### config.mk
export PLATFORM = sky130hd
export DESIGN_NAME = sbsm_decode
export DESIGN_NICKNAME = d
export VERILOG_FILES = /design/src/sbsm_pkg.sv /design/src/sbsm_decode.sv
export SDC_FILE = /design/constraint.sdc
export NUM_CORES = 1
export LEC_CHECK = 0
export ABC_AREA = 1
export BUFFER_PORTS_ARGS = -buffer_cell sky130_fd_sc_hd__clkbuf_2
export CORE_MARGIN = 4
export CORE_UTILIZATION = 36
export DETAILED_ROUTE_END_ITERATION = 8
export GPL_TIMING_DRIVEN = 0
export PLACE_DENSITY_LB_ADDON = 0.15
export SETUP_SLACK_MARGIN = 0.5
export SLEW_MARGIN = 5
export SYNTH_ARGS = -nofsm -noshare
export SYNTH_HDL_FRONTEND = slang
export SYNTH_SLANG_ARGS = --single-unit
### constraint.sdc
create_clock -name vclk -period 2.53
set_clock_uncertainty 0.1 [all_clocks]
set_input_delay 0.3795 -clock vclk [all_inputs]
set_output_delay 0.3795 -clock vclk [all_outputs]
set_load 0.005 [all_outputs]
### src/sbsm_pkg.sv
// Package with the payload types, codes and decode helpers of the serial bank switch mapper.
package sbsm_pkg;

   localparam int ADDR_WIDTH      = 16;
   localparam int DATA_WIDTH      = 8;
   localparam int OFFSET_WIDTH    = 18;
   localparam int PRG_BYTES_WIDTH = 19;
   localparam int CHR_BYTES_WIDTH = 18;
   localparam int CSR_INDEX_WIDTH = 1;
   localparam int CSR_DATA_WIDTH  = 19;
   localparam int LOADER_WIDTH    = 5;
   localparam int COUNT_WIDTH     = 3;

   localparam logic OP_READ  = 1'b0;
   localparam logic OP_WRITE = 1'b1;

   localparam logic [1:0] REGION_UNMAPPED = 2'd0;
   localparam logic [1:0] REGION_CHR_ROM  = 2'd1;
   localparam logic [1:0] REGION_PRG_RAM  = 2'd2;
   localparam logic [1:0] REGION_PRG_ROM  = 2'd3;

   localparam logic [CSR_INDEX_WIDTH-1:0] CFG_PRG_ROM_BYTES = 1'd0;
   localparam logic [CSR_INDEX_WIDTH-1:0] CFG_CHR_ROM_BYTES = 1'd1;

   localparam logic [1:0] SEL_CONTROL  = 2'd0;
   localparam logic [1:0] SEL_CHR_LOW  = 2'd1;
   localparam logic [1:0] SEL_CHR_HIGH = 2'd2;
   localparam logic [1:0] SEL_PRG      = 2'd3;

   localparam logic [1:0] MIRROR_SINGLE_LOWER = 2'd0;
   localparam logic [1:0] MIRROR_SINGLE_UPPER = 2'd1;
   localparam logic [1:0] MIRROR_VERTICAL     = 2'd2;
   localparam logic [1:0] MIRROR_HORIZONTAL   = 2'd3;

   localparam logic [1:0] PRG_LAYOUT_FIX_LOW  = 2'd2;
   localparam logic [1:0] PRG_LAYOUT_FIX_HIGH = 2'd3;
   localparam logic       CHR_LAYOUT_8K       = 1'b0;

   localparam logic [LOADER_WIDTH-1:0] LOADER_EMPTY = 5'h10;
   localparam logic [COUNT_WIDTH-1:0]  LOAD_BITS    = 3'd5;

   localparam logic [PRG_BYTES_WIDTH-1:0] PRG_BYTES_RESET = 19'd262144;
   localparam logic [CHR_BYTES_WIDTH-1:0] CHR_BYTES_RESET = 18'd131072;

   typedef struct packed {
      logic                  operation;
      logic [ADDR_WIDTH-1:0] address;
      logic [DATA_WIDTH-1:0] write_data;
   } req_type;

   typedef struct packed {
      logic [1:0]              region;
      logic [OFFSET_WIDTH-1:0] rom_offset;
      logic                    offset_in_range;
      logic [DATA_WIDTH-1:0]   ram_read_data;
      logic [1:0]              mirroring;
      logic                    ram_enabled;
   } rsp_type;

   typedef struct packed {
      logic [1:0]                 mirror_control;
      logic [1:0]                 prg_layout;
      logic                       chr_layout;
      logic [4:0]                 chr_bank_low;
      logic [4:0]                 chr_bank_high;
      logic [3:0]                 prg_page;
      logic                       ram_enable_flag;
      logic [PRG_BYTES_WIDTH-1:0] prg_rom_bytes;
      logic [CHR_BYTES_WIDTH-1:0] chr_rom_bytes;
   } map_state_type;

   function automatic logic [1:0] region_of(input logic [ADDR_WIDTH-1:0] address);
      logic [1:0] region;
      if (address[15]) begin
         region = REGION_PRG_ROM;
      end else if (address[14:13] == 2'b11) begin
         region = REGION_PRG_RAM;
      end else if (address[14:13] == 2'b00) begin
         region = REGION_CHR_ROM;
      end else begin
         region = REGION_UNMAPPED;
      end
      return region;
   endfunction

endpackage

### src/sbsm_decode.sv
// Address decode and bank mapping for one access.
module sbsm_decode (
   input  sbsm_pkg::req_type                   item,
   input  sbsm_pkg::map_state_type             state,
   input  logic [sbsm_pkg::DATA_WIDTH-1:0]     ram_data,
   output sbsm_pkg::rsp_type                   result
);

   logic [1:0]                           region;
   logic [sbsm_pkg::ADDR_WIDTH-1:0]      addr;
   logic [16:0]                          chr_off;
   logic [4:0]                           units;
   logic [4:0]                           last_bank;
   logic [sbsm_pkg::PRG_BYTES_WIDTH-1:0] prg_off;

   assign addr   = item.address;
   assign region = sbsm_pkg::region_of(addr);
   assign units  = state.prg_rom_bytes[18:14];

   always_comb begin
      last_bank = (units == 5'd0) ? 5'd0 : units - 5'd1;

      if (state.chr_layout == sbsm_pkg::CHR_LAYOUT_8K) begin
         chr_off = {state.chr_bank_low[4:1], addr[12:0]};
      end else if (!addr[12]) begin
         chr_off = {state.chr_bank_low, addr[11:0]};
      end else begin
         chr_off = {state.chr_bank_high, addr[11:0]};
      end

      if (state.prg_layout < sbsm_pkg::PRG_LAYOUT_FIX_LOW) begin
         prg_off = {1'b0, state.prg_page[3:1], addr[14:0]};
      end else if (!addr[14]) begin
         if (state.prg_layout == sbsm_pkg::PRG_LAYOUT_FIX_LOW) begin
            prg_off = {5'd0, addr[13:0]};
         end else begin
            prg_off = {1'b0, state.prg_page, addr[13:0]};
         end
      end else if (state.prg_layout == sbsm_pkg::PRG_LAYOUT_FIX_LOW) begin
         prg_off = {1'b0, state.prg_page, addr[13:0]};
      end else begin
         prg_off = {last_bank, addr[13:0]};
      end

      result.region          = region;
      result.rom_offset      = '0;
      result.offset_in_range = 1'b0;
      result.ram_read_data   = '0;
      result.mirroring       = state.mirror_control;
      result.ram_enabled     = state.ram_enable_flag;

      case (region)
         sbsm_pkg::REGION_CHR_ROM: begin
            result.rom_offset      = {1'b0, chr_off};
            result.offset_in_range = {1'b0, chr_off} < state.chr_rom_bytes;
         end
         sbsm_pkg::REGION_PRG_ROM: begin
            result.rom_offset      = prg_off[sbsm_pkg::OFFSET_WIDTH-1:0];
            result.offset_in_range = prg_off < state.prg_rom_bytes;
         end
         sbsm_pkg::REGION_PRG_RAM: begin
            if (item.operation == sbsm_pkg::OP_READ && state.ram_enable_flag) begin
               result.ram_read_data = ram_data;
            end
         end
         default: begin
         end
      endcase
   end

endmodule

---- Word level (Yosys, flattened, before mapping) ----
Cells that the tools add are included.
word-level totals
  bits in registers ....................... 0
  memories kept ........................... 0
  bits in latches ......................... 0
  input bits .............................. 90
  ROM bits ................................ 0
  output and inout port bits .............. 32
  word-level logic and storage cells ...... 26
  memory bits (writable) .................. 0
operators by class
  multiply operators ...................... 0
  eq/ne operators ......................... 5
  shift operators ......................... 0
  muxes and demuxes ....................... 13
  div/mod/pow operators ................... 0
  order comparisons ....................... 3
  reduce and logical (&&, ||, !) cells .... 3
  bitwise logic cells ..................... 1
  $add $sub $neg .......................... 1
operators with widths
  operator               count
  $mux W19               3
  $pmux W19 S2           1
  $mux W17               2
  $lt A19 B19 Y1         1
  $lt A17 B18 Y1         1
  $mux W18               1
  $mux W8                2
  $eq A2 B2 Y1 const B   4
  $logic_not A5 Y1       1
  $mux W5                1
  $sub A5 B1 Y5 const B  1
  $mux W2                2
  $eq A2 B1 Y1 const B   1
  $logic_not A2 Y1       1
  $lt A2 B2 Y1 const B   1
  $logic_and A1 B1 Y1    1
  $mux W1                1
  $not A1 Y1             1

---- Depth between registers and ports, before layout ----
Gate-level depths: netlist of run 1.
  word-level depth ........................ 7
  gate-level depth with buffers ........... 15
  gate-level depth less buffers ........... 15

---- Worst setup path before layout of run 1 ----
OpenSTA, ideal clock, no wires.
  path type ............................... input to output
  start ................................... input state[32] (netlist name)
  end ..................................... output result[11] (netlist name)
  arrival time ............................ 1.761 ns
  slack ................................... 0.290 ns
  path buffers ............................ 0
  stages .................................. 14
  required time ........................... 2.051 ns
  cell sequence ........................... inv_1 > ha_1 > nand4_1 > and2_4 > nand3_2 > nand2_2 > ha_1 > nand2_1 > inv_1 > o21ai_0 > nand2_1 > nor2_1 > nand2_1 > nand2_1
RTL lines
  element          line              source
  start, declared  sbsm_decode.sv:4  input sbsm_pkg::map_state_type state,
  end, declared    sbsm_decode.sv:6  output sbsm_pkg::rsp_type result

==> results of run 1 <==
==> cell type report <==
type                       count  area share (%)
inverter                      75            13.4
timing repair buffer         114            26.5
buffer                         5            1.66
multi-input combinational    192            55.7
tap                           50            2.68
==> metrics by stage <==
step	cells	TNS (ps)	hold WS, ps	power, mW
finish	436	0	827	0.355
global route	436	-47.5	838	0.410
CTS	436	0	829	0.356
detailed placement	433	-6.57	829	0.339
global placement	433	0	829	0.334
floorplan	272	0	730	0.201
==> metal layers <==
layer	part of all wire (%)	global-route usage (%)	vias to the layer above
met4	0.59	0.805	0
met3	6.6	1.35	2
met5	0	0	-
met1	47	20.3	779
li1	-	-	1062
met2	46	27.0	58
==> cells by family (layout without fill, tap and decap cells) <==
kind of cell / after synthesis / count (layout)
AND/OR/NAND/NOR: 126 / 126
buffers and inverters: 80 / 194
adder cells (fa/ha/maj): 36 / 36
AO/OA/AOI/OAI: 23 / 23
multiplexers: 4 / 4
XOR/XNOR: 3 / 3
==> cell usage after synthesis (2+ instances only) <==
cell,count
nor3b_1,8
nand4_1,2
o21ai_0,4
inv_2,4
nand3_2,3
a21oi_1,11
a21o_1,2
buf_4,3
inv_1,71
nand2_2,5
mux2_2,4
nand2_1,68
nor2_1,25
nand3_1,12
xor2_1,3
ha_1,36
==> how the worst min path moves through the flow <==
stage               cells past startpoint          to
floorplan                               2  result[13]
global placement                        2   result[2]
detailed placement                      2   result[2]
CTS                                     2   result[2]
global route                            2   result[2]
finish                                  2   result[2]
==> power by group <==
part           leakage [nW]  internal, mW  switching, mW  total (mW)
clock network             0             0              0           0
logic                  1.57         0.173          0.183       0.355
registers                 0             0              0           0
==> what timing repair did <==
| item | CTS | global route |
|---|---|---|
| setup endpoints to repair | 1 | 2 |
| pin swaps | 10 | 6 |
| gates resized for setup | 11 | 6 |
| buffers inserted | 3 | 0 |
==> metrics.csv, run 1 <==
metric;value;unit
status;finished, final reports clean;
fin_crit_sh;96.0;%
synth_cell_types;27;
core;4120;um^2
seqCellArea;0;um^2
fin_crit;2430;ps
io_buffers;111;
finalNetCount;514;
cp.depth;14;
die_area;5470;um^2
num_antenna_cells;0;
fin_util;56.7;%
yosysSeqAreaShare;0;%
grt_pass1_vias;1718;
synth.top_cell.area_share;28.8;%
synth_top_family_by_area;simple AND/OR/NAND/NOR gates;
cp_common_cell;nand2_1;
io_pins;122;
path_buf_inv;3;
maxSlewHeadroom;82.9;%
yosys.area.top_type;ha_1;
synthMuxAreaShare;2.88;%
multi_input_area;1300;um^2
antenna_found_initial;0;
routed_wirelength;4240;um
grt_pass1_wl;6880;um
p_leak;1.57;nW
overflow;0;
layout_commonest_cell;clkbuf_2;
place_area;2230;um^2
cts_hold_buffers;0;
critPathKind;primary input to output port;
setup_viol;0;
place_congestion;0.781;
cp.arrival;1950;ps
syn_area;1570;um^2
crit_family;simple AND/OR/NAND/NOR gates;
worstMarginPinSlew;256;ps
hold_class;primary input to output port;
netlist_instances;272;
hp-start;state[56];
die_h;73.9;um
dp_hpwl;3880;um
synth_area_leaders;ha_1 (29%), inv_1 (17%), nand2_1 (16%);
endpoint;result[11];
layout_common_cells;clkbuf_2 (109), inv_1 (67), nand2_1 (65);
nFillCells;438;
rsz0062_at_grt;yes;
grt_usage;15.0;%
syn_to_final_growth;49.0;%
maxCapViolCount;0;
cp.required;2050;ps
start_util;38.0;%
drv_slew;0;
drc;0;
synthAdderAreaFrac;28.8;%
vias_per_cell;4.36;
wl_per_cell;9.73;um
endpoint_kind;output port;
vias;1901;
max_stage_delay;310;ps
cpMaxStageDelayCell;ha_1;
finalInstanceArea;2330;um^2
synth_xor_area_share;1.68;%
die_x;73.9;um
post-place-ws;-6.57;ps
seq_cells;0;
worstSetupStartpointType;primary input;
setup.worst_path.start;state[32];
layout-drive-gt1-share;39.9;%
ir_drop;0.0000597;V
worst_slack;101;ps
drt_first_iter_violations;39;
nClkBuffers;0;
fmaxAchievable;0.412;GHz
hold_viol_final;0;
synth_compound_area_share;9.83;%
syn_area_per_cell;5.75;um^2
grt_start_max_net_pins;11;
drt_first_pass_iters;4;
power_per_cell_area;152;nW/um^2
num_rows;23;
crit_path_cell_trace;clkbuf_16 > inv_12 > ha_4 > nand4_1 > and2_4 > nand2_2 > nor2_1 > ha_1 > a211oi_2 > nand2_1 > nor2_1 > nand2_1 > nand2_1 > clkbuf_2;
ant_nets;0;
ys_warn_count;0;
critPathMaxFanout;4;
syn-num-nets;398;
yosys.area_share.simple;36.4;%
No activity file was read; power rests on OpenSTA's default activity.
==> inputs of run 2 (changes only) <==
--- a/config.mk
+++ b/config.mk
@@ -8,7 +8,7 @@
 export ABC_AREA = 1
 export BUFFER_PORTS_ARGS = -buffer_cell sky130_fd_sc_hd__clkbuf_2
 export CORE_MARGIN = 4
-export CORE_UTILIZATION = 36
+export CORE_UTILIZATION = 42
 export DETAILED_ROUTE_END_ITERATION = 8
 export GPL_TIMING_DRIVEN = 0
 export PLACE_DENSITY_LB_ADDON = 0.15
==> run 2 against run 1 <==
Non-clock buffer count down 3. Hold slack better by 0.92 ps. Critical path type unchanged. Setup slack worse by 13 ps. Cell area down 2.6%. Sequential cell count unchanged. Cell count down 1.6%. Combinational power down 3%. Global-route usage up 2.1 points. Fmax down 0.52%. Power down 2.6%.
==> metrics.csv, run 2 (synthesis results as in run 1) <==
metric;value;unit
place_inst;429;
io_pins;122;
die_area;4770;um^2
grt_start_max_net_pins;11;
finalPower;0.346;mW
drt_first_iter_violations;41;
p_sw_share;52.1;%
ir_drop;0.0000714;V
fin_crit;2440;ps
die_x;69.0;um
intPower;0.166;mW
p_leak;1.55;nW
drt_first_pass_iters;4;
status;finished, final reports clean;
place_area;2220;um^2
fin_util;65.5;%
place_congestion;0.806;
die_h;69.0;um
vias_per_cell;4.46;
drc;0;
cp.arrival;1960;ps
seq_cells;0;
nFillCells;373;
p_sw;0.180;mW
power_per_cell_area;152;nW/um^2
nClkBuffers;0;
endpoint_kind;output port;
finalSetupTns;0;ps
setup.worst_path.start;state[33];
finalNetCount;511;
seqPwrFrac;0;%
layout_common_cells;clkbuf_2 (109), inv_1 (68), nand2_1 (67);
worstSetupStartpointType;primary input;
vias;1912;
worstMarginPinSlew;301;ps
critPathKind;primary input to output port;
cts_hold_buffers;0;
fin_crit_sh;96.5;%
start_util;45.1;%
endpoint;result[11];
setup_viol;0;
drv_slew;0;
grt_pass1_vias;1825;
grt_usage;17.1;%
hold_class;primary input to output port;
hold_viol_final;0;
overflow;0;
wl_per_cell;9.61;um
grt_pass1_wl;7350;um
antenna_found_initial;0;
num_rows;21;
num_antenna_cells;0;
finalInstanceArea;2270;um^2
syn_to_final_growth;45.1;%
seqCellArea;0;um^2
ant_nets;0;
io_buffers;111;
routed_wirelength;4120;um
power.share.clock;0;%
rsz0062_at_grt;yes;
critPathMaxFanout;4;
p_comb_share;100.0;%
maxSlewHeadroom;79.7;%
fmaxAchievable;0.409;GHz
core;3470;um^2
cp.required;2050;ps
stdcell_count;429;
dp_hpwl;3850;um
layout-drive-gt1-share;38.1;%
layout_commonest_cell;clkbuf_2;
maxCapViolCount;0;
-- run 2: cell count changes in the layout (fill, tap and decap cells not counted) --
cell / delta
ha_2: -1
inv_2: -1
ha_1: +1
inv_1: +1
o21ai_2: -1
buf_4: -3
nand2_2: -2
o21ai_1: +1
clkbuf_8: +2
nand2_1: +2
clkbuf_16: -2
-- run 2: stage by stage --
stage / hold slack [ps] / worst slack [ps]
finish: 828 / 87.8
detailed placement: 830 / -10.6
CTS: 830 / 97.0
floorplan: 730 / 442
global placement: 830 / 4.47
global route: 837 / -94.9
-- run 2: cell type report --
type	count	area, um^2	area share [%]
Inverter	75	313	13.8
Timing Repair Buffer	111	573	25.2
Tap cell	46	57.6	2.53
Multi-Input combinational cell	192	1290	56.7
Buffer	5	38.8	1.71
-- run 2: per-layer routing --
metal	up-vias	track usage (%)	part of all wire (%)
met5	-	0	0
met4	0	1.74	0.65
met3	2	2.62	7.4
met2	59	30.6	48
met1	791	22.0	44
li1	1060	-	-
-- run 2: worst min path at each step --
stage,startpoint,cells after the start,end,slack (ps)
3_3_place_gp,state[55],2,result[1],830
6_report,state[55],2,result[1],830
3_5_place_dp,state[56],2,result[2],830
4_1_cts,state[55],2,result[1],830
5_1_grt,state[55],2,result[1],840
2_1_floorplan,item[9],2,result[13],730
-- run 2: critical path, cell delays in order --
cell and delay, ps:
clkbuf_8 140, inv_16 60, ha_4 110, nand4_1 100
and2_4 190, nand3_2 70, nand2_1 60, ha_1 270
nand2_1 80, inv_2 40, o21ai_1 60, nand2_1 70
nor2_1 100, nand2_1 70, nand2_1 50, clkbuf_2 110
-- run 2: what timing repair did --
item	in CTS	in global routing
endpoints found under the setup margin	1	1
pin swaps	5	0
gates cloned	0	0
resized for setup	9	1
buffers inserted	0	0
-- run 2: power by group through the flow --
stage	clock network (mW)	logic, mW	registers [mW]
final	0	0.346	0
after global routing	0	0.402	0
after CTS	0	0.349	0
after detailed placement	0	0.337	0
after global placement	0	0.330	0
after floorplan	0	0.201	0
==> inputs of run 3 (changes only) <==
--- a/config.mk
+++ b/config.mk
@@ -5,13 +5,12 @@
 export SDC_FILE = /design/constraint.sdc
 export NUM_CORES = 1
 export LEC_CHECK = 0
-export ABC_AREA = 1
 export BUFFER_PORTS_ARGS = -buffer_cell sky130_fd_sc_hd__clkbuf_2
 export CORE_MARGIN = 4
-export CORE_UTILIZATION = 42
+export CORE_UTILIZATION = 40
 export DETAILED_ROUTE_END_ITERATION = 8
 export GPL_TIMING_DRIVEN = 0
-export PLACE_DENSITY_LB_ADDON = 0.15
+export PLACE_DENSITY = 0.85
 export SETUP_SLACK_MARGIN = 0.5
 export SLEW_MARGIN = 5
 export SYNTH_ARGS = -nofsm -noshare
==> run 3 against run 2 <==
The run now ends with negative setup slack left. Synthesized area down 14%. Critical path depth shrank 2. Sequential share of layout area unchanged. Critical endpoint unchanged. Largest power group unchanged. Highest routed layer unchanged.
==> metrics.csv, run 3 <==
metric;value;unit
grt_usage;18.9;%
place_area;1990;um^2
synth_area_leaders;ha_1 (34%), inv_1 (11%), and2_1 (9.3%);
io_pins;122;
die_h;65.9;um
ant_nets;0;
cts_hold_buffers;0;
rsz0062_at_grt;yes;
power_per_cell_area;156;nW/um^2
p_sw_share;47.9;%
p_leak;1.29;nW
worstMarginPinSlew;368;ps
die_x;65.9;um
seq_cells;0;
wl_per_cell;12.3;um
yosys.area.top_type;ha_1;
drt_first_iter_violations;44;
layout_commonest_cell;clkbuf_2;
fin_crit_sh;119;%
layout-drive-gt1-share;46.7;%
syn_area_per_cell;7.13;um^2
status;finished, violations left;
syn-num-nets;314;
syn_area;1340;um^2
finalInstanceArea;2120;um^2
maxSlewHeadroom;74.8;%
setup_viol;1;
synth_cell_types;40;
synth.top_cell.area_share;33.6;%
intPower;0.172;mW
violations;negative setup slack;
start_util;42.8;%
grt_pass1_vias;1627;
finalNetCount;430;
grt_start_max_net_pins;11;
seqCellArea;0;um^2
overflow;0;
ir_drop;0.0000668;V
critPathMaxFanout;2;
yosysMostFrequentCell;inv_1;
worstSetupStartpointType;primary input;
fin_crit;3000;ps
fmaxAchievable;0.333;GHz
hold_viol_final;0;
cp.arrival;2530;ps
netlist_instances;188;
yosys-top-cells-count;inv_1 (38), ha_1 (36), and2_1 (20), nand2_1 (15), a21oi_1 (8);
layout_common_cells;clkbuf_2 (107), inv_1 (35), ha_1 (35);
drt_first_pass_iters;6;
nClkBuffers;0;
drc;0;
place_congestion;0.767;
io_buffers;111;
nFillCells;274;
antenna_found_initial;0;
critPathKind;primary input to output port;
syn_to_final_growth;57.9;%
yosysSeqAreaShare;0;%
seqPwrFrac;0;%
endpoint_kind;output port;
core;3130;um^2
vias_per_cell;4.85;
p_sw;0.159;mW
power.share.clock;0;%
grt_pass1_wl;6730;um
cp.required;2050;ps
p_comb_share;100.0;%
ys_warn_count;0;
hold_class;primary input to output port;
dp_hpwl;3850;um
drv_slew;0;
finalPower;0.331;mW
num_antenna_cells;0;
vias;1677;
hold_depth;2;
num_rows;20;
routed_wirelength;4240;um
die_area;4340;um^2
worst_slack;-475;ps
maxCapViolCount;0;
==> run 3: changes by cell type after synthesis, sizes merged, moves of 5 or more <==
| cell | change |
|---|---|
| nand2 | -59 |
| and2 | +19 |
| nand3 | -12 |
| nor3b | -7 |
| a22o | +5 |
| inv | -37 |
| nor2 | -18 |
==> run 3: power groups by stage <==
stage | combinational (mW) | clock (mW) | sequential, mW
5_1_grt | 0.375 | 0 | 0
3_3_place_gp | 0.293 | 0 | 0
2_1_floorplan | 0.168 | 0 | 0
3_5_place_dp | 0.305 | 0 | 0
6_report | 0.331 | 0 | 0
4_1_cts | 0.330 | 0 | 0
==> run 3: metrics by stage <==
step | cells | worst slack, ps | util (%) | hold WS, ps | TNS [ps]
after floorplan | 188 | -10.1 | - | 740 | -10.1
after global placement | 343 | -506 | 63.5 | 829 | -506
after detailed placement | 343 | -575 | 63.5 | 829 | -575
after CTS | 346 | -481 | 67.0 | 829 | -481
after global routing | 346 | -631 | 67.6 | 834 | -631
final | 346 | -475 | 67.6 | 829 | -475
==> run 3: routing by layer <==
metal | wire, um | part of all wire (%) | GRT usage, %
met3 | 298 | 7.0 | 1.53
met5 | 0 | 0 | 0
met4 | 21 | 0.50 | 1.55
met2 | 2320 | 55 | 39.0
met1 | 1600 | 38 | 21.2
==> run 3: what timing repair did <==
action,in CTS,in global routing
gates resized for setup,16,7
endpoints found under the setup margin,5,8
setup buffers,3,0
pin swaps,3,5
==> run 3: worst max-delay path, stage by stage <==
cell       delay, ps
clkbuf_16        140
inv_16            50
ha_4             110
inv_2             40
o41ai_4          240
o22ai_1          130
a22o_1           240
ha_1             330
a21oi_2          140
o21ai_2           80
a221oi_2         300
o31ai_1          110
o22ai_1          110
buf_2            140
==> run 3: cell families (layout without fill, tap and decap cells) <==
| family | after synthesis | in the layout | share of synthesized area [%] |
|---|---|---|---|
| buffers and inverters | 44 | 158 | 13.4 |
| adder cells (fa/ha/maj) | 36 | 36 | 33.6 |
| XOR/XNOR | 4 | 4 | 2.61 |
| multiplexers | 4 | 4 | 3.36 |
| AO/OA/AOI/OAI | 41 | 41 | 22.7 |
| AND/OR/NAND/NOR | 59 | 59 | 24.4 |
==> run 3: path summary, 6_finish.rpt <==
kind  startpoint         end  slack (ps)
min    state[56]   result[2]         830
max    state[33]  result[11]        -470
==> run 3: area by class of cell <==
type | count | area (um^2) | share of cell area (%)
repair buffers | 114 | 614 | 29.0
plain buffers | 6 | 37.5 | 1.77
inverters | 38 | 166 | 7.87
well taps | 44 | 55.1 | 2.60
multi-input cells | 144 | 1240 | 58.7
