### src/sbsm_pkg.sv
// Package with the payload types, codes and decode helpers of the serial bank switch mapper.
package sbsm_pkg;

   localparam int ADDR_WIDTH      = 16;
   localparam int DATA_WIDTH      = 8;
   localparam int OFFSET_WIDTH    = 18;
   localparam int PRG_BYTES_WIDTH = 19;
   localparam int CHR_BYTES_WIDTH = 18;
   localparam int CSR_INDEX_WIDTH = 1;
   localparam int CSR_DATA_WIDTH  = 19;
   localparam int LOADER_WIDTH    = 5;
   localparam int COUNT_WIDTH     = 3;

   localparam logic OP_READ  = 1'b0;
   localparam logic OP_WRITE = 1'b1;

   localparam logic [1:0] REGION_UNMAPPED = 2'd0;
   localparam logic [1:0] REGION_CHR_ROM  = 2'd1;
   localparam logic [1:0] REGION_PRG_RAM  = 2'd2;
   localparam logic [1:0] REGION_PRG_ROM  = 2'd3;

   localparam logic [CSR_INDEX_WIDTH-1:0] CFG_PRG_ROM_BYTES = 1'd0;
   localparam logic [CSR_INDEX_WIDTH-1:0] CFG_CHR_ROM_BYTES = 1'd1;

   localparam logic [1:0] SEL_CONTROL  = 2'd0;
   localparam logic [1:0] SEL_CHR_LOW  = 2'd1;
   localparam logic [1:0] SEL_CHR_HIGH = 2'd2;
   localparam logic [1:0] SEL_PRG      = 2'd3;

   localparam logic [1:0] MIRROR_SINGLE_LOWER = 2'd0;
   localparam logic [1:0] MIRROR_SINGLE_UPPER = 2'd1;
   localparam logic [1:0] MIRROR_VERTICAL     = 2'd2;
   localparam logic [1:0] MIRROR_HORIZONTAL   = 2'd3;

   localparam logic [1:0] PRG_LAYOUT_FIX_LOW  = 2'd2;
   localparam logic [1:0] PRG_LAYOUT_FIX_HIGH = 2'd3;
   localparam logic       CHR_LAYOUT_8K       = 1'b0;

   localparam logic [LOADER_WIDTH-1:0] LOADER_EMPTY = 5'h10;
   localparam logic [COUNT_WIDTH-1:0]  LOAD_BITS    = 3'd5;

   localparam logic [PRG_BYTES_WIDTH-1:0] PRG_BYTES_RESET = 19'd262144;
   localparam logic [CHR_BYTES_WIDTH-1:0] CHR_BYTES_RESET = 18'd131072;

   typedef struct packed {
      logic                  operation;
      logic [ADDR_WIDTH-1:0] address;
      logic [DATA_WIDTH-1:0] write_data;
   } req_type;

   typedef struct packed {
      logic [1:0]              region;
      logic [OFFSET_WIDTH-1:0] rom_offset;
      logic                    offset_in_range;
      logic [DATA_WIDTH-1:0]   ram_read_data;
      logic [1:0]              mirroring;
      logic                    ram_enabled;
   } rsp_type;

   typedef struct packed {
      logic [1:0]                 mirror_control;
      logic [1:0]                 prg_layout;
      logic                       chr_layout;
      logic [4:0]                 chr_bank_low;
      logic [4:0]                 chr_bank_high;
      logic [3:0]                 prg_page;
      logic                       ram_enable_flag;
      logic [PRG_BYTES_WIDTH-1:0] prg_rom_bytes;
      logic [CHR_BYTES_WIDTH-1:0] chr_rom_bytes;
   } map_state_type;

   function automatic logic [1:0] region_of(input logic [ADDR_WIDTH-1:0] address);
      logic [1:0] region;
      if (address[15]) begin
         region = REGION_PRG_ROM;
      end else if (address[14:13] == 2'b11) begin
         region = REGION_PRG_RAM;
      end else if (address[14:13] == 2'b00) begin
         region = REGION_CHR_ROM;
      end else begin
         region = REGION_UNMAPPED;
      end
      return region;
   endfunction

endpackage

### src/sbsm_regs.sv
// Serial loader, bank registers and size registers of the mapper.
module sbsm_regs (
   input  logic                                    clock,
   input  logic                                    reset,
   input  logic                                    fire,
   input  sbsm_pkg::req_type                       item,
   input  logic                                    csr_write,
   input  logic [sbsm_pkg::CSR_INDEX_WIDTH-1:0]    csr_index,
   input  logic [sbsm_pkg::CSR_DATA_WIDTH-1:0]     csr_data,
   output sbsm_pkg::map_state_type                 state
);

   sbsm_pkg::map_state_type               state_ff, state_in;
   logic [sbsm_pkg::LOADER_WIDTH-1:0]     loader_ff, loader_in;
   logic [sbsm_pkg::COUNT_WIDTH-1:0]      count_ff, count_in;
   logic [sbsm_pkg::LOADER_WIDTH-1:0]     shifted;
   logic [sbsm_pkg::COUNT_WIDTH-1:0]      count_inc;

   assign shifted   = {item.write_data[0], loader_ff[sbsm_pkg::LOADER_WIDTH-1:1]};
   assign count_inc = count_ff + 1'b1;

   always_comb begin
      state_in  = state_ff;
      loader_in = loader_ff;
      count_in  = count_ff;
      if (csr_write) begin
         case (csr_index)
            sbsm_pkg::CFG_PRG_ROM_BYTES: begin
               state_in.prg_rom_bytes = csr_data[sbsm_pkg::PRG_BYTES_WIDTH-1:0];
            end
            sbsm_pkg::CFG_CHR_ROM_BYTES: begin
               state_in.chr_rom_bytes = csr_data[sbsm_pkg::CHR_BYTES_WIDTH-1:0];
            end
            default: begin
            end
         endcase
      end
      if (fire && item.operation == sbsm_pkg::OP_WRITE &&
          sbsm_pkg::region_of(item.address) == sbsm_pkg::REGION_PRG_ROM) begin
         if (item.write_data[7]) begin
            loader_in           = sbsm_pkg::LOADER_EMPTY;
            count_in            = '0;
            state_in.prg_layout = sbsm_pkg::PRG_LAYOUT_FIX_HIGH;
         end else if (count_inc >= sbsm_pkg::LOAD_BITS) begin
            loader_in = sbsm_pkg::LOADER_EMPTY;
            count_in  = '0;
            case (item.address[14:13])
               sbsm_pkg::SEL_CONTROL: begin
                  state_in.mirror_control = shifted[1:0];
                  state_in.prg_layout     = shifted[3:2];
                  state_in.chr_layout     = shifted[4];
               end
               sbsm_pkg::SEL_CHR_LOW: begin
                  state_in.chr_bank_low = shifted;
               end
               sbsm_pkg::SEL_CHR_HIGH: begin
                  state_in.chr_bank_high = shifted;
               end
               default: begin
                  state_in.prg_page        = shifted[3:0];
                  state_in.ram_enable_flag = !shifted[4];
               end
            endcase
         end else begin
            loader_in = shifted;
            count_in  = count_inc;
         end
      end
   end

   always_ff @(posedge clock) begin
      if (reset) begin
         state_ff.mirror_control  <= sbsm_pkg::MIRROR_HORIZONTAL;
         state_ff.prg_layout      <= sbsm_pkg::PRG_LAYOUT_FIX_HIGH;
         state_ff.chr_layout      <= sbsm_pkg::CHR_LAYOUT_8K;
         state_ff.chr_bank_low    <= '0;
         state_ff.chr_bank_high   <= '0;
         state_ff.prg_page        <= '0;
         state_ff.ram_enable_flag <= 1'b1;
         state_ff.prg_rom_bytes   <= sbsm_pkg::PRG_BYTES_RESET;
         state_ff.chr_rom_bytes   <= sbsm_pkg::CHR_BYTES_RESET;
         loader_ff                <= sbsm_pkg::LOADER_EMPTY;
         count_ff                 <= '0;
      end else begin
         state_ff  <= state_in;
         loader_ff <= loader_in;
         count_ff  <= count_in;
      end
   end

   assign state = state_ff;

   // The loader never holds more than four pending bits.
   a_count_range: assert property (@(posedge clock) disable iff (reset)
      count_ff < sbsm_pkg::LOAD_BITS - 1'b1 || count_ff == sbsm_pkg::LOAD_BITS - 1'b1)
      else $error("loader count out of range");

   // A clear write empties the loader on the next cycle.
   a_clear: assert property (@(posedge clock) disable iff (reset)
      fire && item.operation == sbsm_pkg::OP_WRITE && item.address[15] && item.write_data[7]
      |=> count_ff == '0 && loader_ff == sbsm_pkg::LOADER_EMPTY &&
          state_ff.prg_layout == sbsm_pkg::PRG_LAYOUT_FIX_HIGH)
      else $error("loader clear not taken");

   // The fifth bit always commits and empties the loader.
   a_commit: assert property (@(posedge clock) disable iff (reset)
      fire && item.operation == sbsm_pkg::OP_WRITE && item.address[15] &&
      !item.write_data[7] && count_ff == sbsm_pkg::LOAD_BITS - 1'b1
      |=> count_ff == '0)
      else $error("commit did not empty the loader");

endmodule

### config.mk
export PLATFORM = sky130hd
export DESIGN_NAME = sbsm_regs
export DESIGN_NICKNAME = d
export VERILOG_FILES = /design/src/sbsm_pkg.sv /design/src/sbsm_regs.sv
export SDC_FILE = /design/constraint.sdc
export NUM_CORES = 1
export LEC_CHECK = 0
export ABC_AREA = 1
export BUFFER_PORTS_ARGS = -buffer_cell sky130_fd_sc_hd__buf_2
export CAP_MARGIN = 40
export CORE_MARGIN = 2
export CORE_UTILIZATION = 30
export CTS_CLUSTER_SIZE = 28
export DETAILED_ROUTE_END_ITERATION = 6
export SLEW_MARGIN = 20
export SYNTH_ARGS = -nofsm -noshare
export SYNTH_HDL_FRONTEND = slang
export SYNTH_SLANG_ARGS = --single-unit
### constraint.sdc
create_clock -name clock -period 2.1 [get_ports clock]
set_input_delay 0.105 -clock clock [delete_from_list [all_inputs] [get_ports clock]]
set_output_delay 0.105 -clock clock [all_outputs]
set_load 0.005 [all_outputs]
Word level (Yosys, flattened, before mapping) --
Cells that the tools add are included.
Storage, ports and cells: output and inout port bits 57, input port bits 49, register bits 65, word-level logic and storage cells 47
Cells by class: $add $sub $neg 1, magnitude comparators 1, equal/unequal tests 4, muxes and demuxes 13, bitwise operators 3, reductions and logical operators 14
Operators by type and width (number):
- 5-bit 2-to-1 mux | 5
- 18-bit 2-to-1 mux | 1
- 4-bit AND reduction | 4
- 3-bit 2-to-1 mux | 3
- 2-bit == test (second input constant) | 3
- 2-bit 2-to-1 mux | 3
- 2-bit AND reduction | 2
- 2-bit nonzero test | 2
- 3-bit by 1-bit adder with 3-bit output (second input constant) | 1
- 3-bit greater-or-equal comparator (second input constant) | 1
- 1-bit inverter | 3
- 3-bit AND reduction | 1
- 3-bit OR reduction | 1
- 2-bit by 1-bit == test with 1-bit output (second input constant) | 1
- 1-bit logical AND | 2
- 2-bit logical NOT | 1
- 1-bit logical NOT | 1
- 1-bit 2-to-1 mux | 1

Longest topological paths before layout --
Gate-level depths: netlist of the first run.
depth after elaboration 7, mapped depth 9, gate-level depth less buffers 9

Worst setup path before layout of the first run --
OpenSTA, ideal clock, no wires.
path kind reg-to-reg, from reg count_ff[0] in the netlist's numbering, to reg state_ff (netlist bit state[56]), data arrival time 1385 ps, setup time 119 ps, period minus slack after synthesis 1504 ps, cell stages (with the launch flop) 9, path slack 596 ps, path buffers 0, data required time 1981 ps, cell sequence dfxtp_1 > inv_1 > ha_1 > inv_1 > nand3_2 > nand4_2 > clkinv_1 > nand2_1 > nand3_1
On the way: word-level cells in the longest chain between the ends 3
RTL lines:
- from (decl) | RTL line sbsm_regs.sv:15 | logic [sbsm_pkg::COUNT_WIDTH-1:0] count_ff, count_in;
- from (signal assigned) | RTL line sbsm_regs.sv:87 | count_ff <= count_in;
- 3-bit by 1-bit adder with 3-bit output | RTL line sbsm_regs.sv:20 | assign count_inc = count_ff + 1'b1;
- 3-bit greater-or-equal comparator | RTL line sbsm_regs.sv:44 | end else if (count_inc >= sbsm_pkg::LOAD_BITS) begin
- 4-bit AND reduction (no line)
- to (signal assigned) | RTL line sbsm_regs.sv:85 | state_ff <= state_in;
- to (decl) | RTL line sbsm_regs.sv:13 | sbsm_pkg::map_state_type state_ff, state_in;
Every way passes these cells. A chain may end at the register's enable or synchronous reset.

Worst setup path after layout of the first run --
Ends and elaborated chain as after synthesis.

==> flow_summary.json, run 1 <==
{
  "synth_edf_count": 0,
  "ff_latch_area_um2": 1280,
  "synth_area_um2": 2600,
  "ant_nets": 0,
  "multiInputGateArea_um2": 1140,
  "post_cts_buffers": 0,
  "die_h_um": 97.2,
  "finalSetupViolations": 0,
  "tightest_slew_ns": 0.623,
  "drt_iter0_markers": 40,
  "gp_congestion": 0.732,
  "critPathArrivalTime_ns": 1.91,
  "cts_resized": 0,
  "post_drt_wl_per_cell_um": 11.5,
  "yosysWarningCount": 0,
  "rsz0062_at_grt": "no",
  "insertion_delay_ns": 0.34,
  "reg2reg_to": "state[56]",
  "placed_area_um2": 3120,
  "tritoncts.num_buffers": 9,
  "antenna_cells": 0,
  "synth_top_cell_area_share": 0.492,
  "critPathKind": "reg2reg",
  "wl_met1_mm": 2.89,
  "crit_fanout": 6,
  "start_kind": "flip-flop",
  "drc": 0,
  "worst_setup_path_end_kind": "flip-flop",
  "topRoutingLayerUsed": "met4",
  "overflow": 0,
  "finalPower_mw": 2.61,
  "synth_area_leaders": "dfxtp_1 49%, nor2_1 15%, nand2_1 9.4%",
  "io_pins": 106,
  "antenna_found_initial": 0,
  "met2_length_mm": 3.08,
  "synth-seq-cells": 64,
  "drv_slew": 0,
  "dieArea_um2": 9440,
  "synth_fp_nets": 395,
  "hp-class": "in2reg",
  "pre_cts_slack_ns": 0.452,
  "cp.required_ns": 2.32,
  "outcome": "completed",
  "reg2reg_from": "count_ff[0]",
  "period_minus_slack_ns": 1.69,
  "postRouteWirelength_mm": 6.40,
  "drt-pass1-iter-count": 4,
  "skew_ns": 0.00475,
  "drv_cap": 0,
  "fmax_ghz": 0.593,
  "synthCells": 344,
  "num_rows": 33,
  "num-fill-cells": 867,
  "reg2regPathDepth": 8,
  "grt_pass1_wl_mm": 10.7,
  "viasPerCell": 4.34,
  "cts_tree": "built",
  "timing.final.crit_share": 0.803,
  "power_density_nw_per_um2": 753,
  "syn_avg_cell_area_um2": 7.57,
  "async_flop_share": 0,
  "ys_seq_area_frac": 0.492,
  "peakVddDrop_mv": 0.292,
  "root_buffer": "clkbuf_8",
  "num_vias": 2415,
  "r2r_slack_ns": 0.41,
  "htreeDepth": 3,
  "wl_met3_um": 373,
  "worst_slack_ns": 0.413,
  "yosys.cell_types.count": 27,
  "grtUsageTotal": 0.139,
  "finalSetupTns_ns": 0,
  "relSlewSlack": 0.584,
  "hold_viol": 0,
  "coreArea_um2": 8300,
  "syn_to_final_growth_pct": 33.0,
  "fin_area_um2": 3470,
  "synth_area_leader_cell": "dfxtp_1",
  "io_buffers": 86,
  "cts_buffer_depth": 2,
  "startpoint": "count_ff[0]",
  "die_w_um": 97.2,
  "synthFlopType": "dfxtp_1",
  "layout-drive-gt1-share": 0.268,
  "grt_max_degree": 31,
  "dp_hpwl_mm": 4.46,
  "initial_utilization": 0.314,
  "crit_end": "state[56]",
  "fin_nets": 498,
  "cts.sinks": 64,
  "grt_pass1_vias": 2300,
  "leakagePower_nw": 1.73,
  "cts.reportedPaths.clkPinSlew_ns": 0.07
}
-- critical path, stage by stage, from the launching register on --
cell and delay, ns:
dfxtp_1 0.40, inv_1 0.10, ha_1 0.33, inv_1 0.08
nand3_2 0.21, nand4_2 0.23, clkinv_1 0.10, nand2_1 0.06
nand3_1 0.06
-- cell usage after synthesis (2+ instances only) --
master,instances
buf_4,2
buf_2,2
inv_2,5
o21ai_1,9
nor2_1,105
nor2_8,3
a21oi_1,6
clkbuf_1,5
dfxtp_1,64
nand3_1,13
nand3_4,3
nand2_1,65
ha_1,2
inv_1,20
o21ai_0,28
-- sequential cells by signal, indices dropped and copies added, names as in the netlist --
name and flops:
count_ff 3, loader_ff 4, state 57
-- stage by stage --
stage	utilization	hold slack, ns	std cells
floorplan	-	0.174	344
global placement	0.376	0.318	526
detailed placement	0.376	0.333	526
CTS	0.418	0.00564	557
global route	0.418	0.0182	557
finish	0.418	0.0192	557
-- layer usage --
layer / global-route usage / up-vias
met5: 0 / -
met4: 0.0423 / 0
met3: 0.0504 / 4
met2: 0.241 / 59
met1: 0.159 / 1073
li1: - / 1279
-- power breakdown --
| group | leakage (nW) | switching [mW] | internal, mW |
|---|---|---|---|
| clock network | 0.0993 | 0.493 | 0.579 |
| registers | 0.523 | 0.0250 | 1.26 |
| logic | 1.10 | 0.138 | 0.113 |
| total | 1.73 | 0.656 | 1.96 |
-- cell families (layout without fill, tap and decap cells) --
logic type	after synthesis	after routing	synth area share
compound gates	44	44	0.0850
fa+ha+maj	2	2	0.00960
buf+inv	38	146	0.0701
flops	64	64	0.492
simple gates	196	196	0.343
-- final cells by class --
class / count / share of cell area
Timing Repair Buffer: 103 / 0.175
Clock inverter: 5 / 0.0162
Sequential cell: 64 / 0.370
Inverter: 27 / 0.0307
Clock buffer: 11 / 0.0408
Multi-Input combinational cell: 242 / 0.329
Tap cell: 105 / 0.0379
-- how the worst min path moves through the flow --
stage                             from           to  cells after the start
after CTS                  csr_data[2]    state[20]                      3
after floorplan                  reset  count_ff[1]                      1
final                            reset  count_ff[2]                      2
after detailed placement  csr_data[18]    state[36]                      3
after global placement    csr_data[18]    state[36]                      3
after global routing       csr_data[2]    state[20]                      3
-- placed cells by master, fill, tap and decap left out, types with 9 or more instances in the layout --
cell type      instances
nand3_1               13
clkbuf_8              10
buf_2                 86
o21ai_1                9
nand2_1               65
inv_1                 20
dlygate4sd3_1         15
dfxtp_1               64
o21ai_0               28
nor2_1               105
-- repair_timing --
item | 4_1_cts | 5_1_grt
endpoints found under the hold margin | 15 | 0
hold buffers | 15 | 0
setup endpoints to repair | 0 | 0
No activity file was read; power rests on OpenSTA's default activity.
==> inputs of run 2 (changes only) <==
==> constraint.sdc (replaced) <==
create_clock -name clock -period 1.5 [get_ports clock]
set_input_delay 0.075 -clock clock [delete_from_list [all_inputs] [get_ports clock]]
set_output_delay 0.075 -clock clock [all_outputs]
set_load 0.005 [all_outputs]
==> run 2 against run 1 <==
Critical path depth rose by 1. First-iteration DRC count fell by 10%. Worst setup slack got worse by 0.33 ns. Count of clock-buffer cells in the layout rose by 1.
==> flow_summary.json, run 2 (synthesized netlist as in run 1, its figures left out) <==
{
  "start_kind": "flip-flop",
  "placed_area_um2": 3160,
  "num_rows": 33,
  "cts_tree": "built",
  "finalSetupViolations": 0,
  "reg2reg_from": "count_ff[0]",
  "worst_setup_path_end_kind": "flip-flop",
  "leakagePower_nw": 1.78,
  "grt_max_degree": 36,
  "finish.utilization": 0.437,
  "num_vias": 2486,
  "hold_path_startpoint": "item[7]",
  "skew_ns": 0.00598,
  "drv_cap": 0,
  "grt_pass1_wl_mm": 11.0,
  "peakVddDrop_mv": 0.525,
  "reg2regPathDepth": 9,
  "critPathArrivalTime_ns": 1.65,
  "antenna_cells": 0,
  "finalSetupTns_ns": 0,
  "viasPerCell": 4.36,
  "root_buffer": "clkbuf_8",
  "finalPower_mw": 3.63,
  "num-fill-cells": 839,
  "io_buffers": 86,
  "grt_pass1_vias": 2427,
  "timing.final.crit_share": 0.943,
  "largest_reg_flops": 57,
  "antenna_found_initial": 0,
  "insertion_delay_ns": 0.33,
  "cts.sinks": 64,
  "cp.required_ns": 1.73,
  "hold_viol": 0,
  "layout_common_cells": "105 x nor2_1, 86 x buf_2, 62 x dfxtp_1",
  "postRouteWirelength_mm": 6.62,
  "drt_iter0_markers": 36,
  "clkPwrFrac": 0.398,
  "dieArea_um2": 9440,
  "power_density_nw_per_um2": 1000,
  "min_to": "count_ff[0]",
  "p_int_mw": 2.75,
  "relSlewSlack": 0.784,
  "overflow": 0,
  "final_common_cell": "nor2_1",
  "io_pins": 106,
  "p_sw_frac": 0.243,
  "period_minus_slack_ns": 1.42,
  "drc": 0,
  "coreArea_um2": 8300,
  "syn_to_final_growth_pct": 39.3,
  "slowest_delay_ns": 0.35,
  "die_h_um": 97.2,
  "drt-pass1-iter-count": 4,
  "r2r_slack_ns": 0.08,
  "crit_chain": "inv_2 > ha_4 > inv_2 > nand3_4 > nand3_4 > nor2_8 > nand2_1 > nand2_1 > nor2_1",
  "outcome": "completed",
  "crit_fanout": 6,
  "htreeDepth": 3,
  "reg2reg_to": "state[48]",
  "tritoncts.num_buffers": 9,
  "post_drt_wl_per_cell_um": 11.6,
  "gp_congestion": 0.758,
  "hp-class": "in2reg",
  "ant_nets": 0,
  "layout-drive-gt1-share": 0.299,
  "p_switching_mw": 0.882,
  "cts_buffer_depth": 2,
  "fmax_ghz": 0.707,
  "combinationalPowerShare": 0.105,
  "drv_slew": 0,
  "cts.reportedPaths.clkPinSlew_ns": 0.06,
  "fin_area_um2": 3630,
  "die_w_um": 97.2,
  "fin_nets": 512,
  "grtUsageTotal": 0.143,
  "tightest_slew_ns": 0.324,
  "critPathKind": "reg2reg",
  "slowest_stage": "dfxtp_2",
  "initial_utilization": 0.314,
  "pwr-share-seq": 0.497,
  "hold-path-cell-count": 4,
  "dp_hpwl_mm": 4.55
}
## run 2: cell types whose count changed in the layout (fill, tap and decap cells not counted), sizes merged
cell         delta
dlygate4sd3     +6
buf             +6
nor2            +2
clkinv          -2
clkbuf          +1
## run 2: power groups by stage
stage                     logic, mW  clock network [mW]  registers (mW)
after floorplan               0.169                   0            1.85
final                         0.382                1.45            1.80
after CTS                     0.382                1.51            1.80
after global placement        0.333                   0            1.84
after global routing          0.431                1.56            1.81
after detailed placement      0.337                   0            1.84
## run 2: area by class of cell
| type | instances | area [um^2] | share of cell area |
|---|---|---|---|
| flip-flops and latches | 64 | 1280 | 0.354 |
| inverters | 27 | 106 | 0.0293 |
| repair buffers | 115 | 713 | 0.196 |
| well taps | 105 | 131 | 0.0362 |
| clock buffers | 12 | 145 | 0.0400 |
| clock inverters | 3 | 42.5 | 0.0117 |
| multi-input cells | 244 | 1210 | 0.333 |
## run 2: worst max-delay path by stage
stage / depth (start not counted) / endpoint / slack, ns / from
3_5_place_dp: 8 / state[56] / -0.02 / count_ff[0]
6_report: 9 / state[48] / 0.08 / count_ff[0]
5_1_grt: 9 / state[50] / -0.01 / count_ff[1]
3_3_place_gp: 8 / state[56] / 0.05 / count_ff[0]
4_1_cts: 9 / state[42] / 0.03 / count_ff[0]
2_1_floorplan: 8 / state[56] / 0.02 / count_ff[0]
## run 2: stage by stage
step / hold WS, ns / cells / setup slack (ns)
2_1_floorplan: 0.144 / 344 / 0.0234
3_3_place_gp: 0.286 / 531 / 0.0493
5_1_grt: 0.121 / 570 / -0.00964
4_1_cts: 0.109 / 568 / 0.0301
6_report: 0.128 / 570 / 0.0850
3_5_place_dp: 0.305 / 531 / -0.0168
## run 2: critical path, delay by kind of cell, from the launching register on
kind,cells,cell delay (ns)
adder cells (fa/ha/maj),1,0.27
AND/OR/NAND/NOR,6,0.60
flip-flops,1,0.35
buffers and inverters,2,0.10
## run 2: what timing repair did
action                                  in CTS  in global routing
buffers inserted                             0                  1
hold buffers                                21                  0
gates resized for setup                      2                 11
endpoints found under the hold margin       34                  0
pin swaps                                    3                  6
endpoints found under the setup margin       2                 18
cloned                                       1                  1
## run 2: per-layer routing
metal	wire length, um	vias to the layer above	global-route usage
met5	0	-	0
met4	76	0	0.0477
met3	372	7	0.0568
met2	3270	67	0.248
met1	2900	1100	0.159
li1	-	1312	-
==> inputs of run 3 (changes only) <==
--- a/config.mk
+++ b/config.mk
@@ -5,7 +5,6 @@
 export SDC_FILE = /design/constraint.sdc
 export NUM_CORES = 1
 export LEC_CHECK = 0
-export ABC_AREA = 1
 export BUFFER_PORTS_ARGS = -buffer_cell sky130_fd_sc_hd__buf_2
 export CAP_MARGIN = 40
 export CORE_MARGIN = 2
==> run 3 against run 2 <==
The run now ends with negative setup slack left. Routed wire length barely moved. Final area fell by 2.5%. Utilization increased by 1.8 points. Synthesized cell count shrank 19%. Fmax is 12% lower. Via count down 8.4%. Register-to-register slack lost 0.19 ns. Die area is 6.9% lower. Critical path depth decreased by 3. Worst setup slack worse by 0.19 ns.
==> flow_summary.json, run 3 <==
{
  "worst_setup_path_end_kind": "flip-flop",
  "drt_iter0_markers": 67,
  "num-fill-cells": 794,
  "synthCells": 278,
  "tritoncts.num_buffers": 9,
  "power_density_nw_per_um2": 925,
  "drv_slew": 0,
  "grt_pass1_vias": 2294,
  "min_to": "state[54]",
  "grt_pass1_wl_mm": 10.8,
  "async_flop_share": 0,
  "insertion_delay_ns": 0.33,
  "synth_area_leader_cell": "dfxtp_1",
  "clkPwrFrac": 0.361,
  "antenna_found_initial": 0,
  "ys_seq_area_frac": 0.530,
  "cts.sinks": 64,
  "drv_cap": 0,
  "outcome": "finished, violations left",
  "r2r_slack_ns": -0.11,
  "period_minus_slack_ns": 1.61,
  "hold_path_startpoint": "item[7]",
  "synth-seq-cells": 64,
  "fin_cells": 504,
  "finalSetupTns_ns": -0.883,
  "yosysMostFrequentCell": "nand2_1",
  "synth_commonest_cells": "77 x nand2_1, 64 x dfxtp_1, 43 x a21oi_1, 26 x nor2_1, 15 x mux2i_1",
  "crit_chain": "inv_2 > ha_4 > or3b_4 > nand4b_4 > mux2i_1 > nor2_1",
  "viasPerCell": 4.52,
  "cts.reportedPaths.clkPinSlew_ns": 0.06,
  "grt_max_degree": 28,
  "syn_avg_cell_area_um2": 8.70,
  "worst_slack_ns": -0.109,
  "grtUsageTotal": 0.159,
  "io_buffers": 86,
  "synth_area_leaders": "dfxtp_1 53%, nand2_1 12%, a21oi_1 8.9%",
  "synth_top_cell_area_share": 0.530,
  "synth_fp_nets": 329,
  "yosysWarningCount": 0,
  "startpoint": "count_ff[1]",
  "hp-class": "in2reg",
  "cts_buffer_depth": 2,
  "initial_utilization": 0.311,
  "hold-path-cell-count": 3,
  "root_buffer": "clkbuf_8",
  "skew_ns": 0.00204,
  "start_kind": "flip-flop",
  "p_int_mw": 2.50,
  "drc": 0,
  "dieArea_um2": 8800,
  "timing.final.crit_share": 1.07,
  "synth_edf_count": 0,
  "fin_nets": 452,
  "pwr-share-seq": 0.542,
  "p_switching_mw": 0.775,
  "num_rows": 32,
  "syn_to_final_growth_pct": 46.4,
  "critPathKind": "reg2reg",
  "ant_nets": 0,
  "largest_reg_flops": 57,
  "reg2reg_from": "count_ff[1]",
  "finalSetupViolations": 19,
  "yosys.cell_types.count": 26,
  "leakagePower_nw": 1.52,
  "hold_viol": 0,
  "critPathArrivalTime_ns": 1.82,
  "coreArea_um2": 7770,
  "rsz0062_at_grt": "yes",
  "gp_congestion": 0.729,
  "htreeDepth": 3,
  "reg2reg_to": "state[52]",
  "postRouteWirelength_mm": 6.63,
  "fmax_ghz": 0.622,
  "overflow": 0,
  "dp_hpwl_mm": 4.67,
  "layout_common_cells": "86 x buf_2, 77 x nand2_1, 62 x dfxtp_1",
  "drt-pass1-iter-count": 4,
  "io_pins": 106,
  "cts_tree": "built",
  "combinationalPowerShare": 0.097,
  "peakVddDrop_mv": 0.482,
  "final_common_cell": "buf_2",
  "synth_area_um2": 2420,
  "post_drt_wl_per_cell_um": 13.1,
  "hold-worst-slack_ns": 0.0710,
  "die_h_um": 93.8,
  "tightest_slew_ns": 0.730,
  "layout-drive-gt1-share": 0.343,
  "cp.required_ns": 1.71,
  "synthFlopType": "dfxtp_1",
  "slowest_delay_ns": 0.42,
  "relSlewSlack": 0.513,
  "post-place-cells": 466,
  "num_vias": 2278,
  "antenna_cells": 0,
  "reg2regPathDepth": 6,
  "die_w_um": 93.8,
  "slowest_stage": "or3b_4",
  "crit_fanout": 5,
  "p_sw_frac": 0.237,
  "failed_checks": "negative setup slack"
}
[run 3: changes by cell type in the layout (fill, tap and decap cells not counted), moves of 4 or more]
cell,change
nand3_1,-10
a21oi_1,+36
inv_2,-6
nor2_1,-79
o21ai_1,-8
nand2_2,-5
nand3_4,-4
o21ai_0,-28
nand2_1,+17
buf_4,+9
nor3_1,+4
inv_1,-16
mux2i_1,+15
[run 3: layout make-up]
cell class	count	area, um^2	area share
Sequential cell	64	1290	0.363
Multi-Input combinational cell	197	1160	0.328
Timing Repair Buffer	126	805	0.227
Clock buffer	10	138	0.0389
Tap cell	102	128	0.0361
Inverter	3	11.3	0.00318
Clock inverter	2	10.0	0.00283
[run 3: how the worst max path moves through the flow]
stage                     slack (ns)  cells after the start           end
final                          -0.11                      6     state[52]
after global routing           -0.17                      8     state[54]
after CTS                      -0.06                      6     state[52]
after detailed placement       -0.12                      5     state[40]
after global placement         -0.09                      5     state[42]
after floorplan                -0.02                      6  loader_ff[4]
[run 3: metal layers]
| layer | vias to the layer above | track usage | share of wire |
|---|---|---|---|
| li1 | 1163 | - | - |
| met1 | 1046 | 0.197 | 0.47 |
| met2 | 63 | 0.258 | 0.46 |
| met3 | 6 | 0.0465 | 0.057 |
| met4 | 0 | 0.0652 | 0.012 |
| met5 | - | 0 | 0 |
[run 3: cells by family after synthesis]
family          synth area share
fa+ha+maj                 0.0103
mux                       0.0621
xor+xnor                  0.0103
simple gates               0.256
compound gates             0.105
buf+inv                   0.0264
flops                      0.530
[run 3: critical path, delay by kind of cell (launching register included)]
kind	cells	cell delay (ns)
AND/OR/NAND/NOR	3	0.64
adder cells (fa/ha/maj)	1	0.25
buffers and inverters	1	0.05
flip-flops	1	0.36
multiplexers	1	0.19
[run 3: per-stage QoR]
step / setup slack [ns] / area [um^2] / utilization / total power, mW
5_1_grt: -0.169 / 3540 / 0.456 / 3.46
2_1_floorplan: -0.0172 / 2470 / - / 1.94
3_5_place_dp: -0.124 / 3080 / 0.397 / 2.09
3_3_place_gp: -0.0854 / 3080 / 0.397 / 2.09
4_1_cts: -0.0629 / 3480 / 0.449 / 3.34
6_report: -0.109 / 3540 / 0.456 / 3.27
[run 3: power by group through the flow]
| stage | clock network [mW] | logic, mW | registers [mW] |
|---|---|---|---|
| after CTS | 1.24 | 0.323 | 1.77 |
| after global placement | 0 | 0.275 | 1.81 |
| final | 1.18 | 0.319 | 1.77 |
| after floorplan | 0 | 0.127 | 1.82 |
| after global routing | 1.32 | 0.358 | 1.78 |
| after detailed placement | 0 | 0.279 | 1.81 |
[run 3: what timing repair did]
item | in CTS | in global routing
resized for setup | 4 | 7
endpoints found under the setup margin | 24 | 25
pin swaps | 4 | 5
buffers inserted | 5 | 1
hold endpoints to repair | 35 | 0
hold buffers | 20 | 0
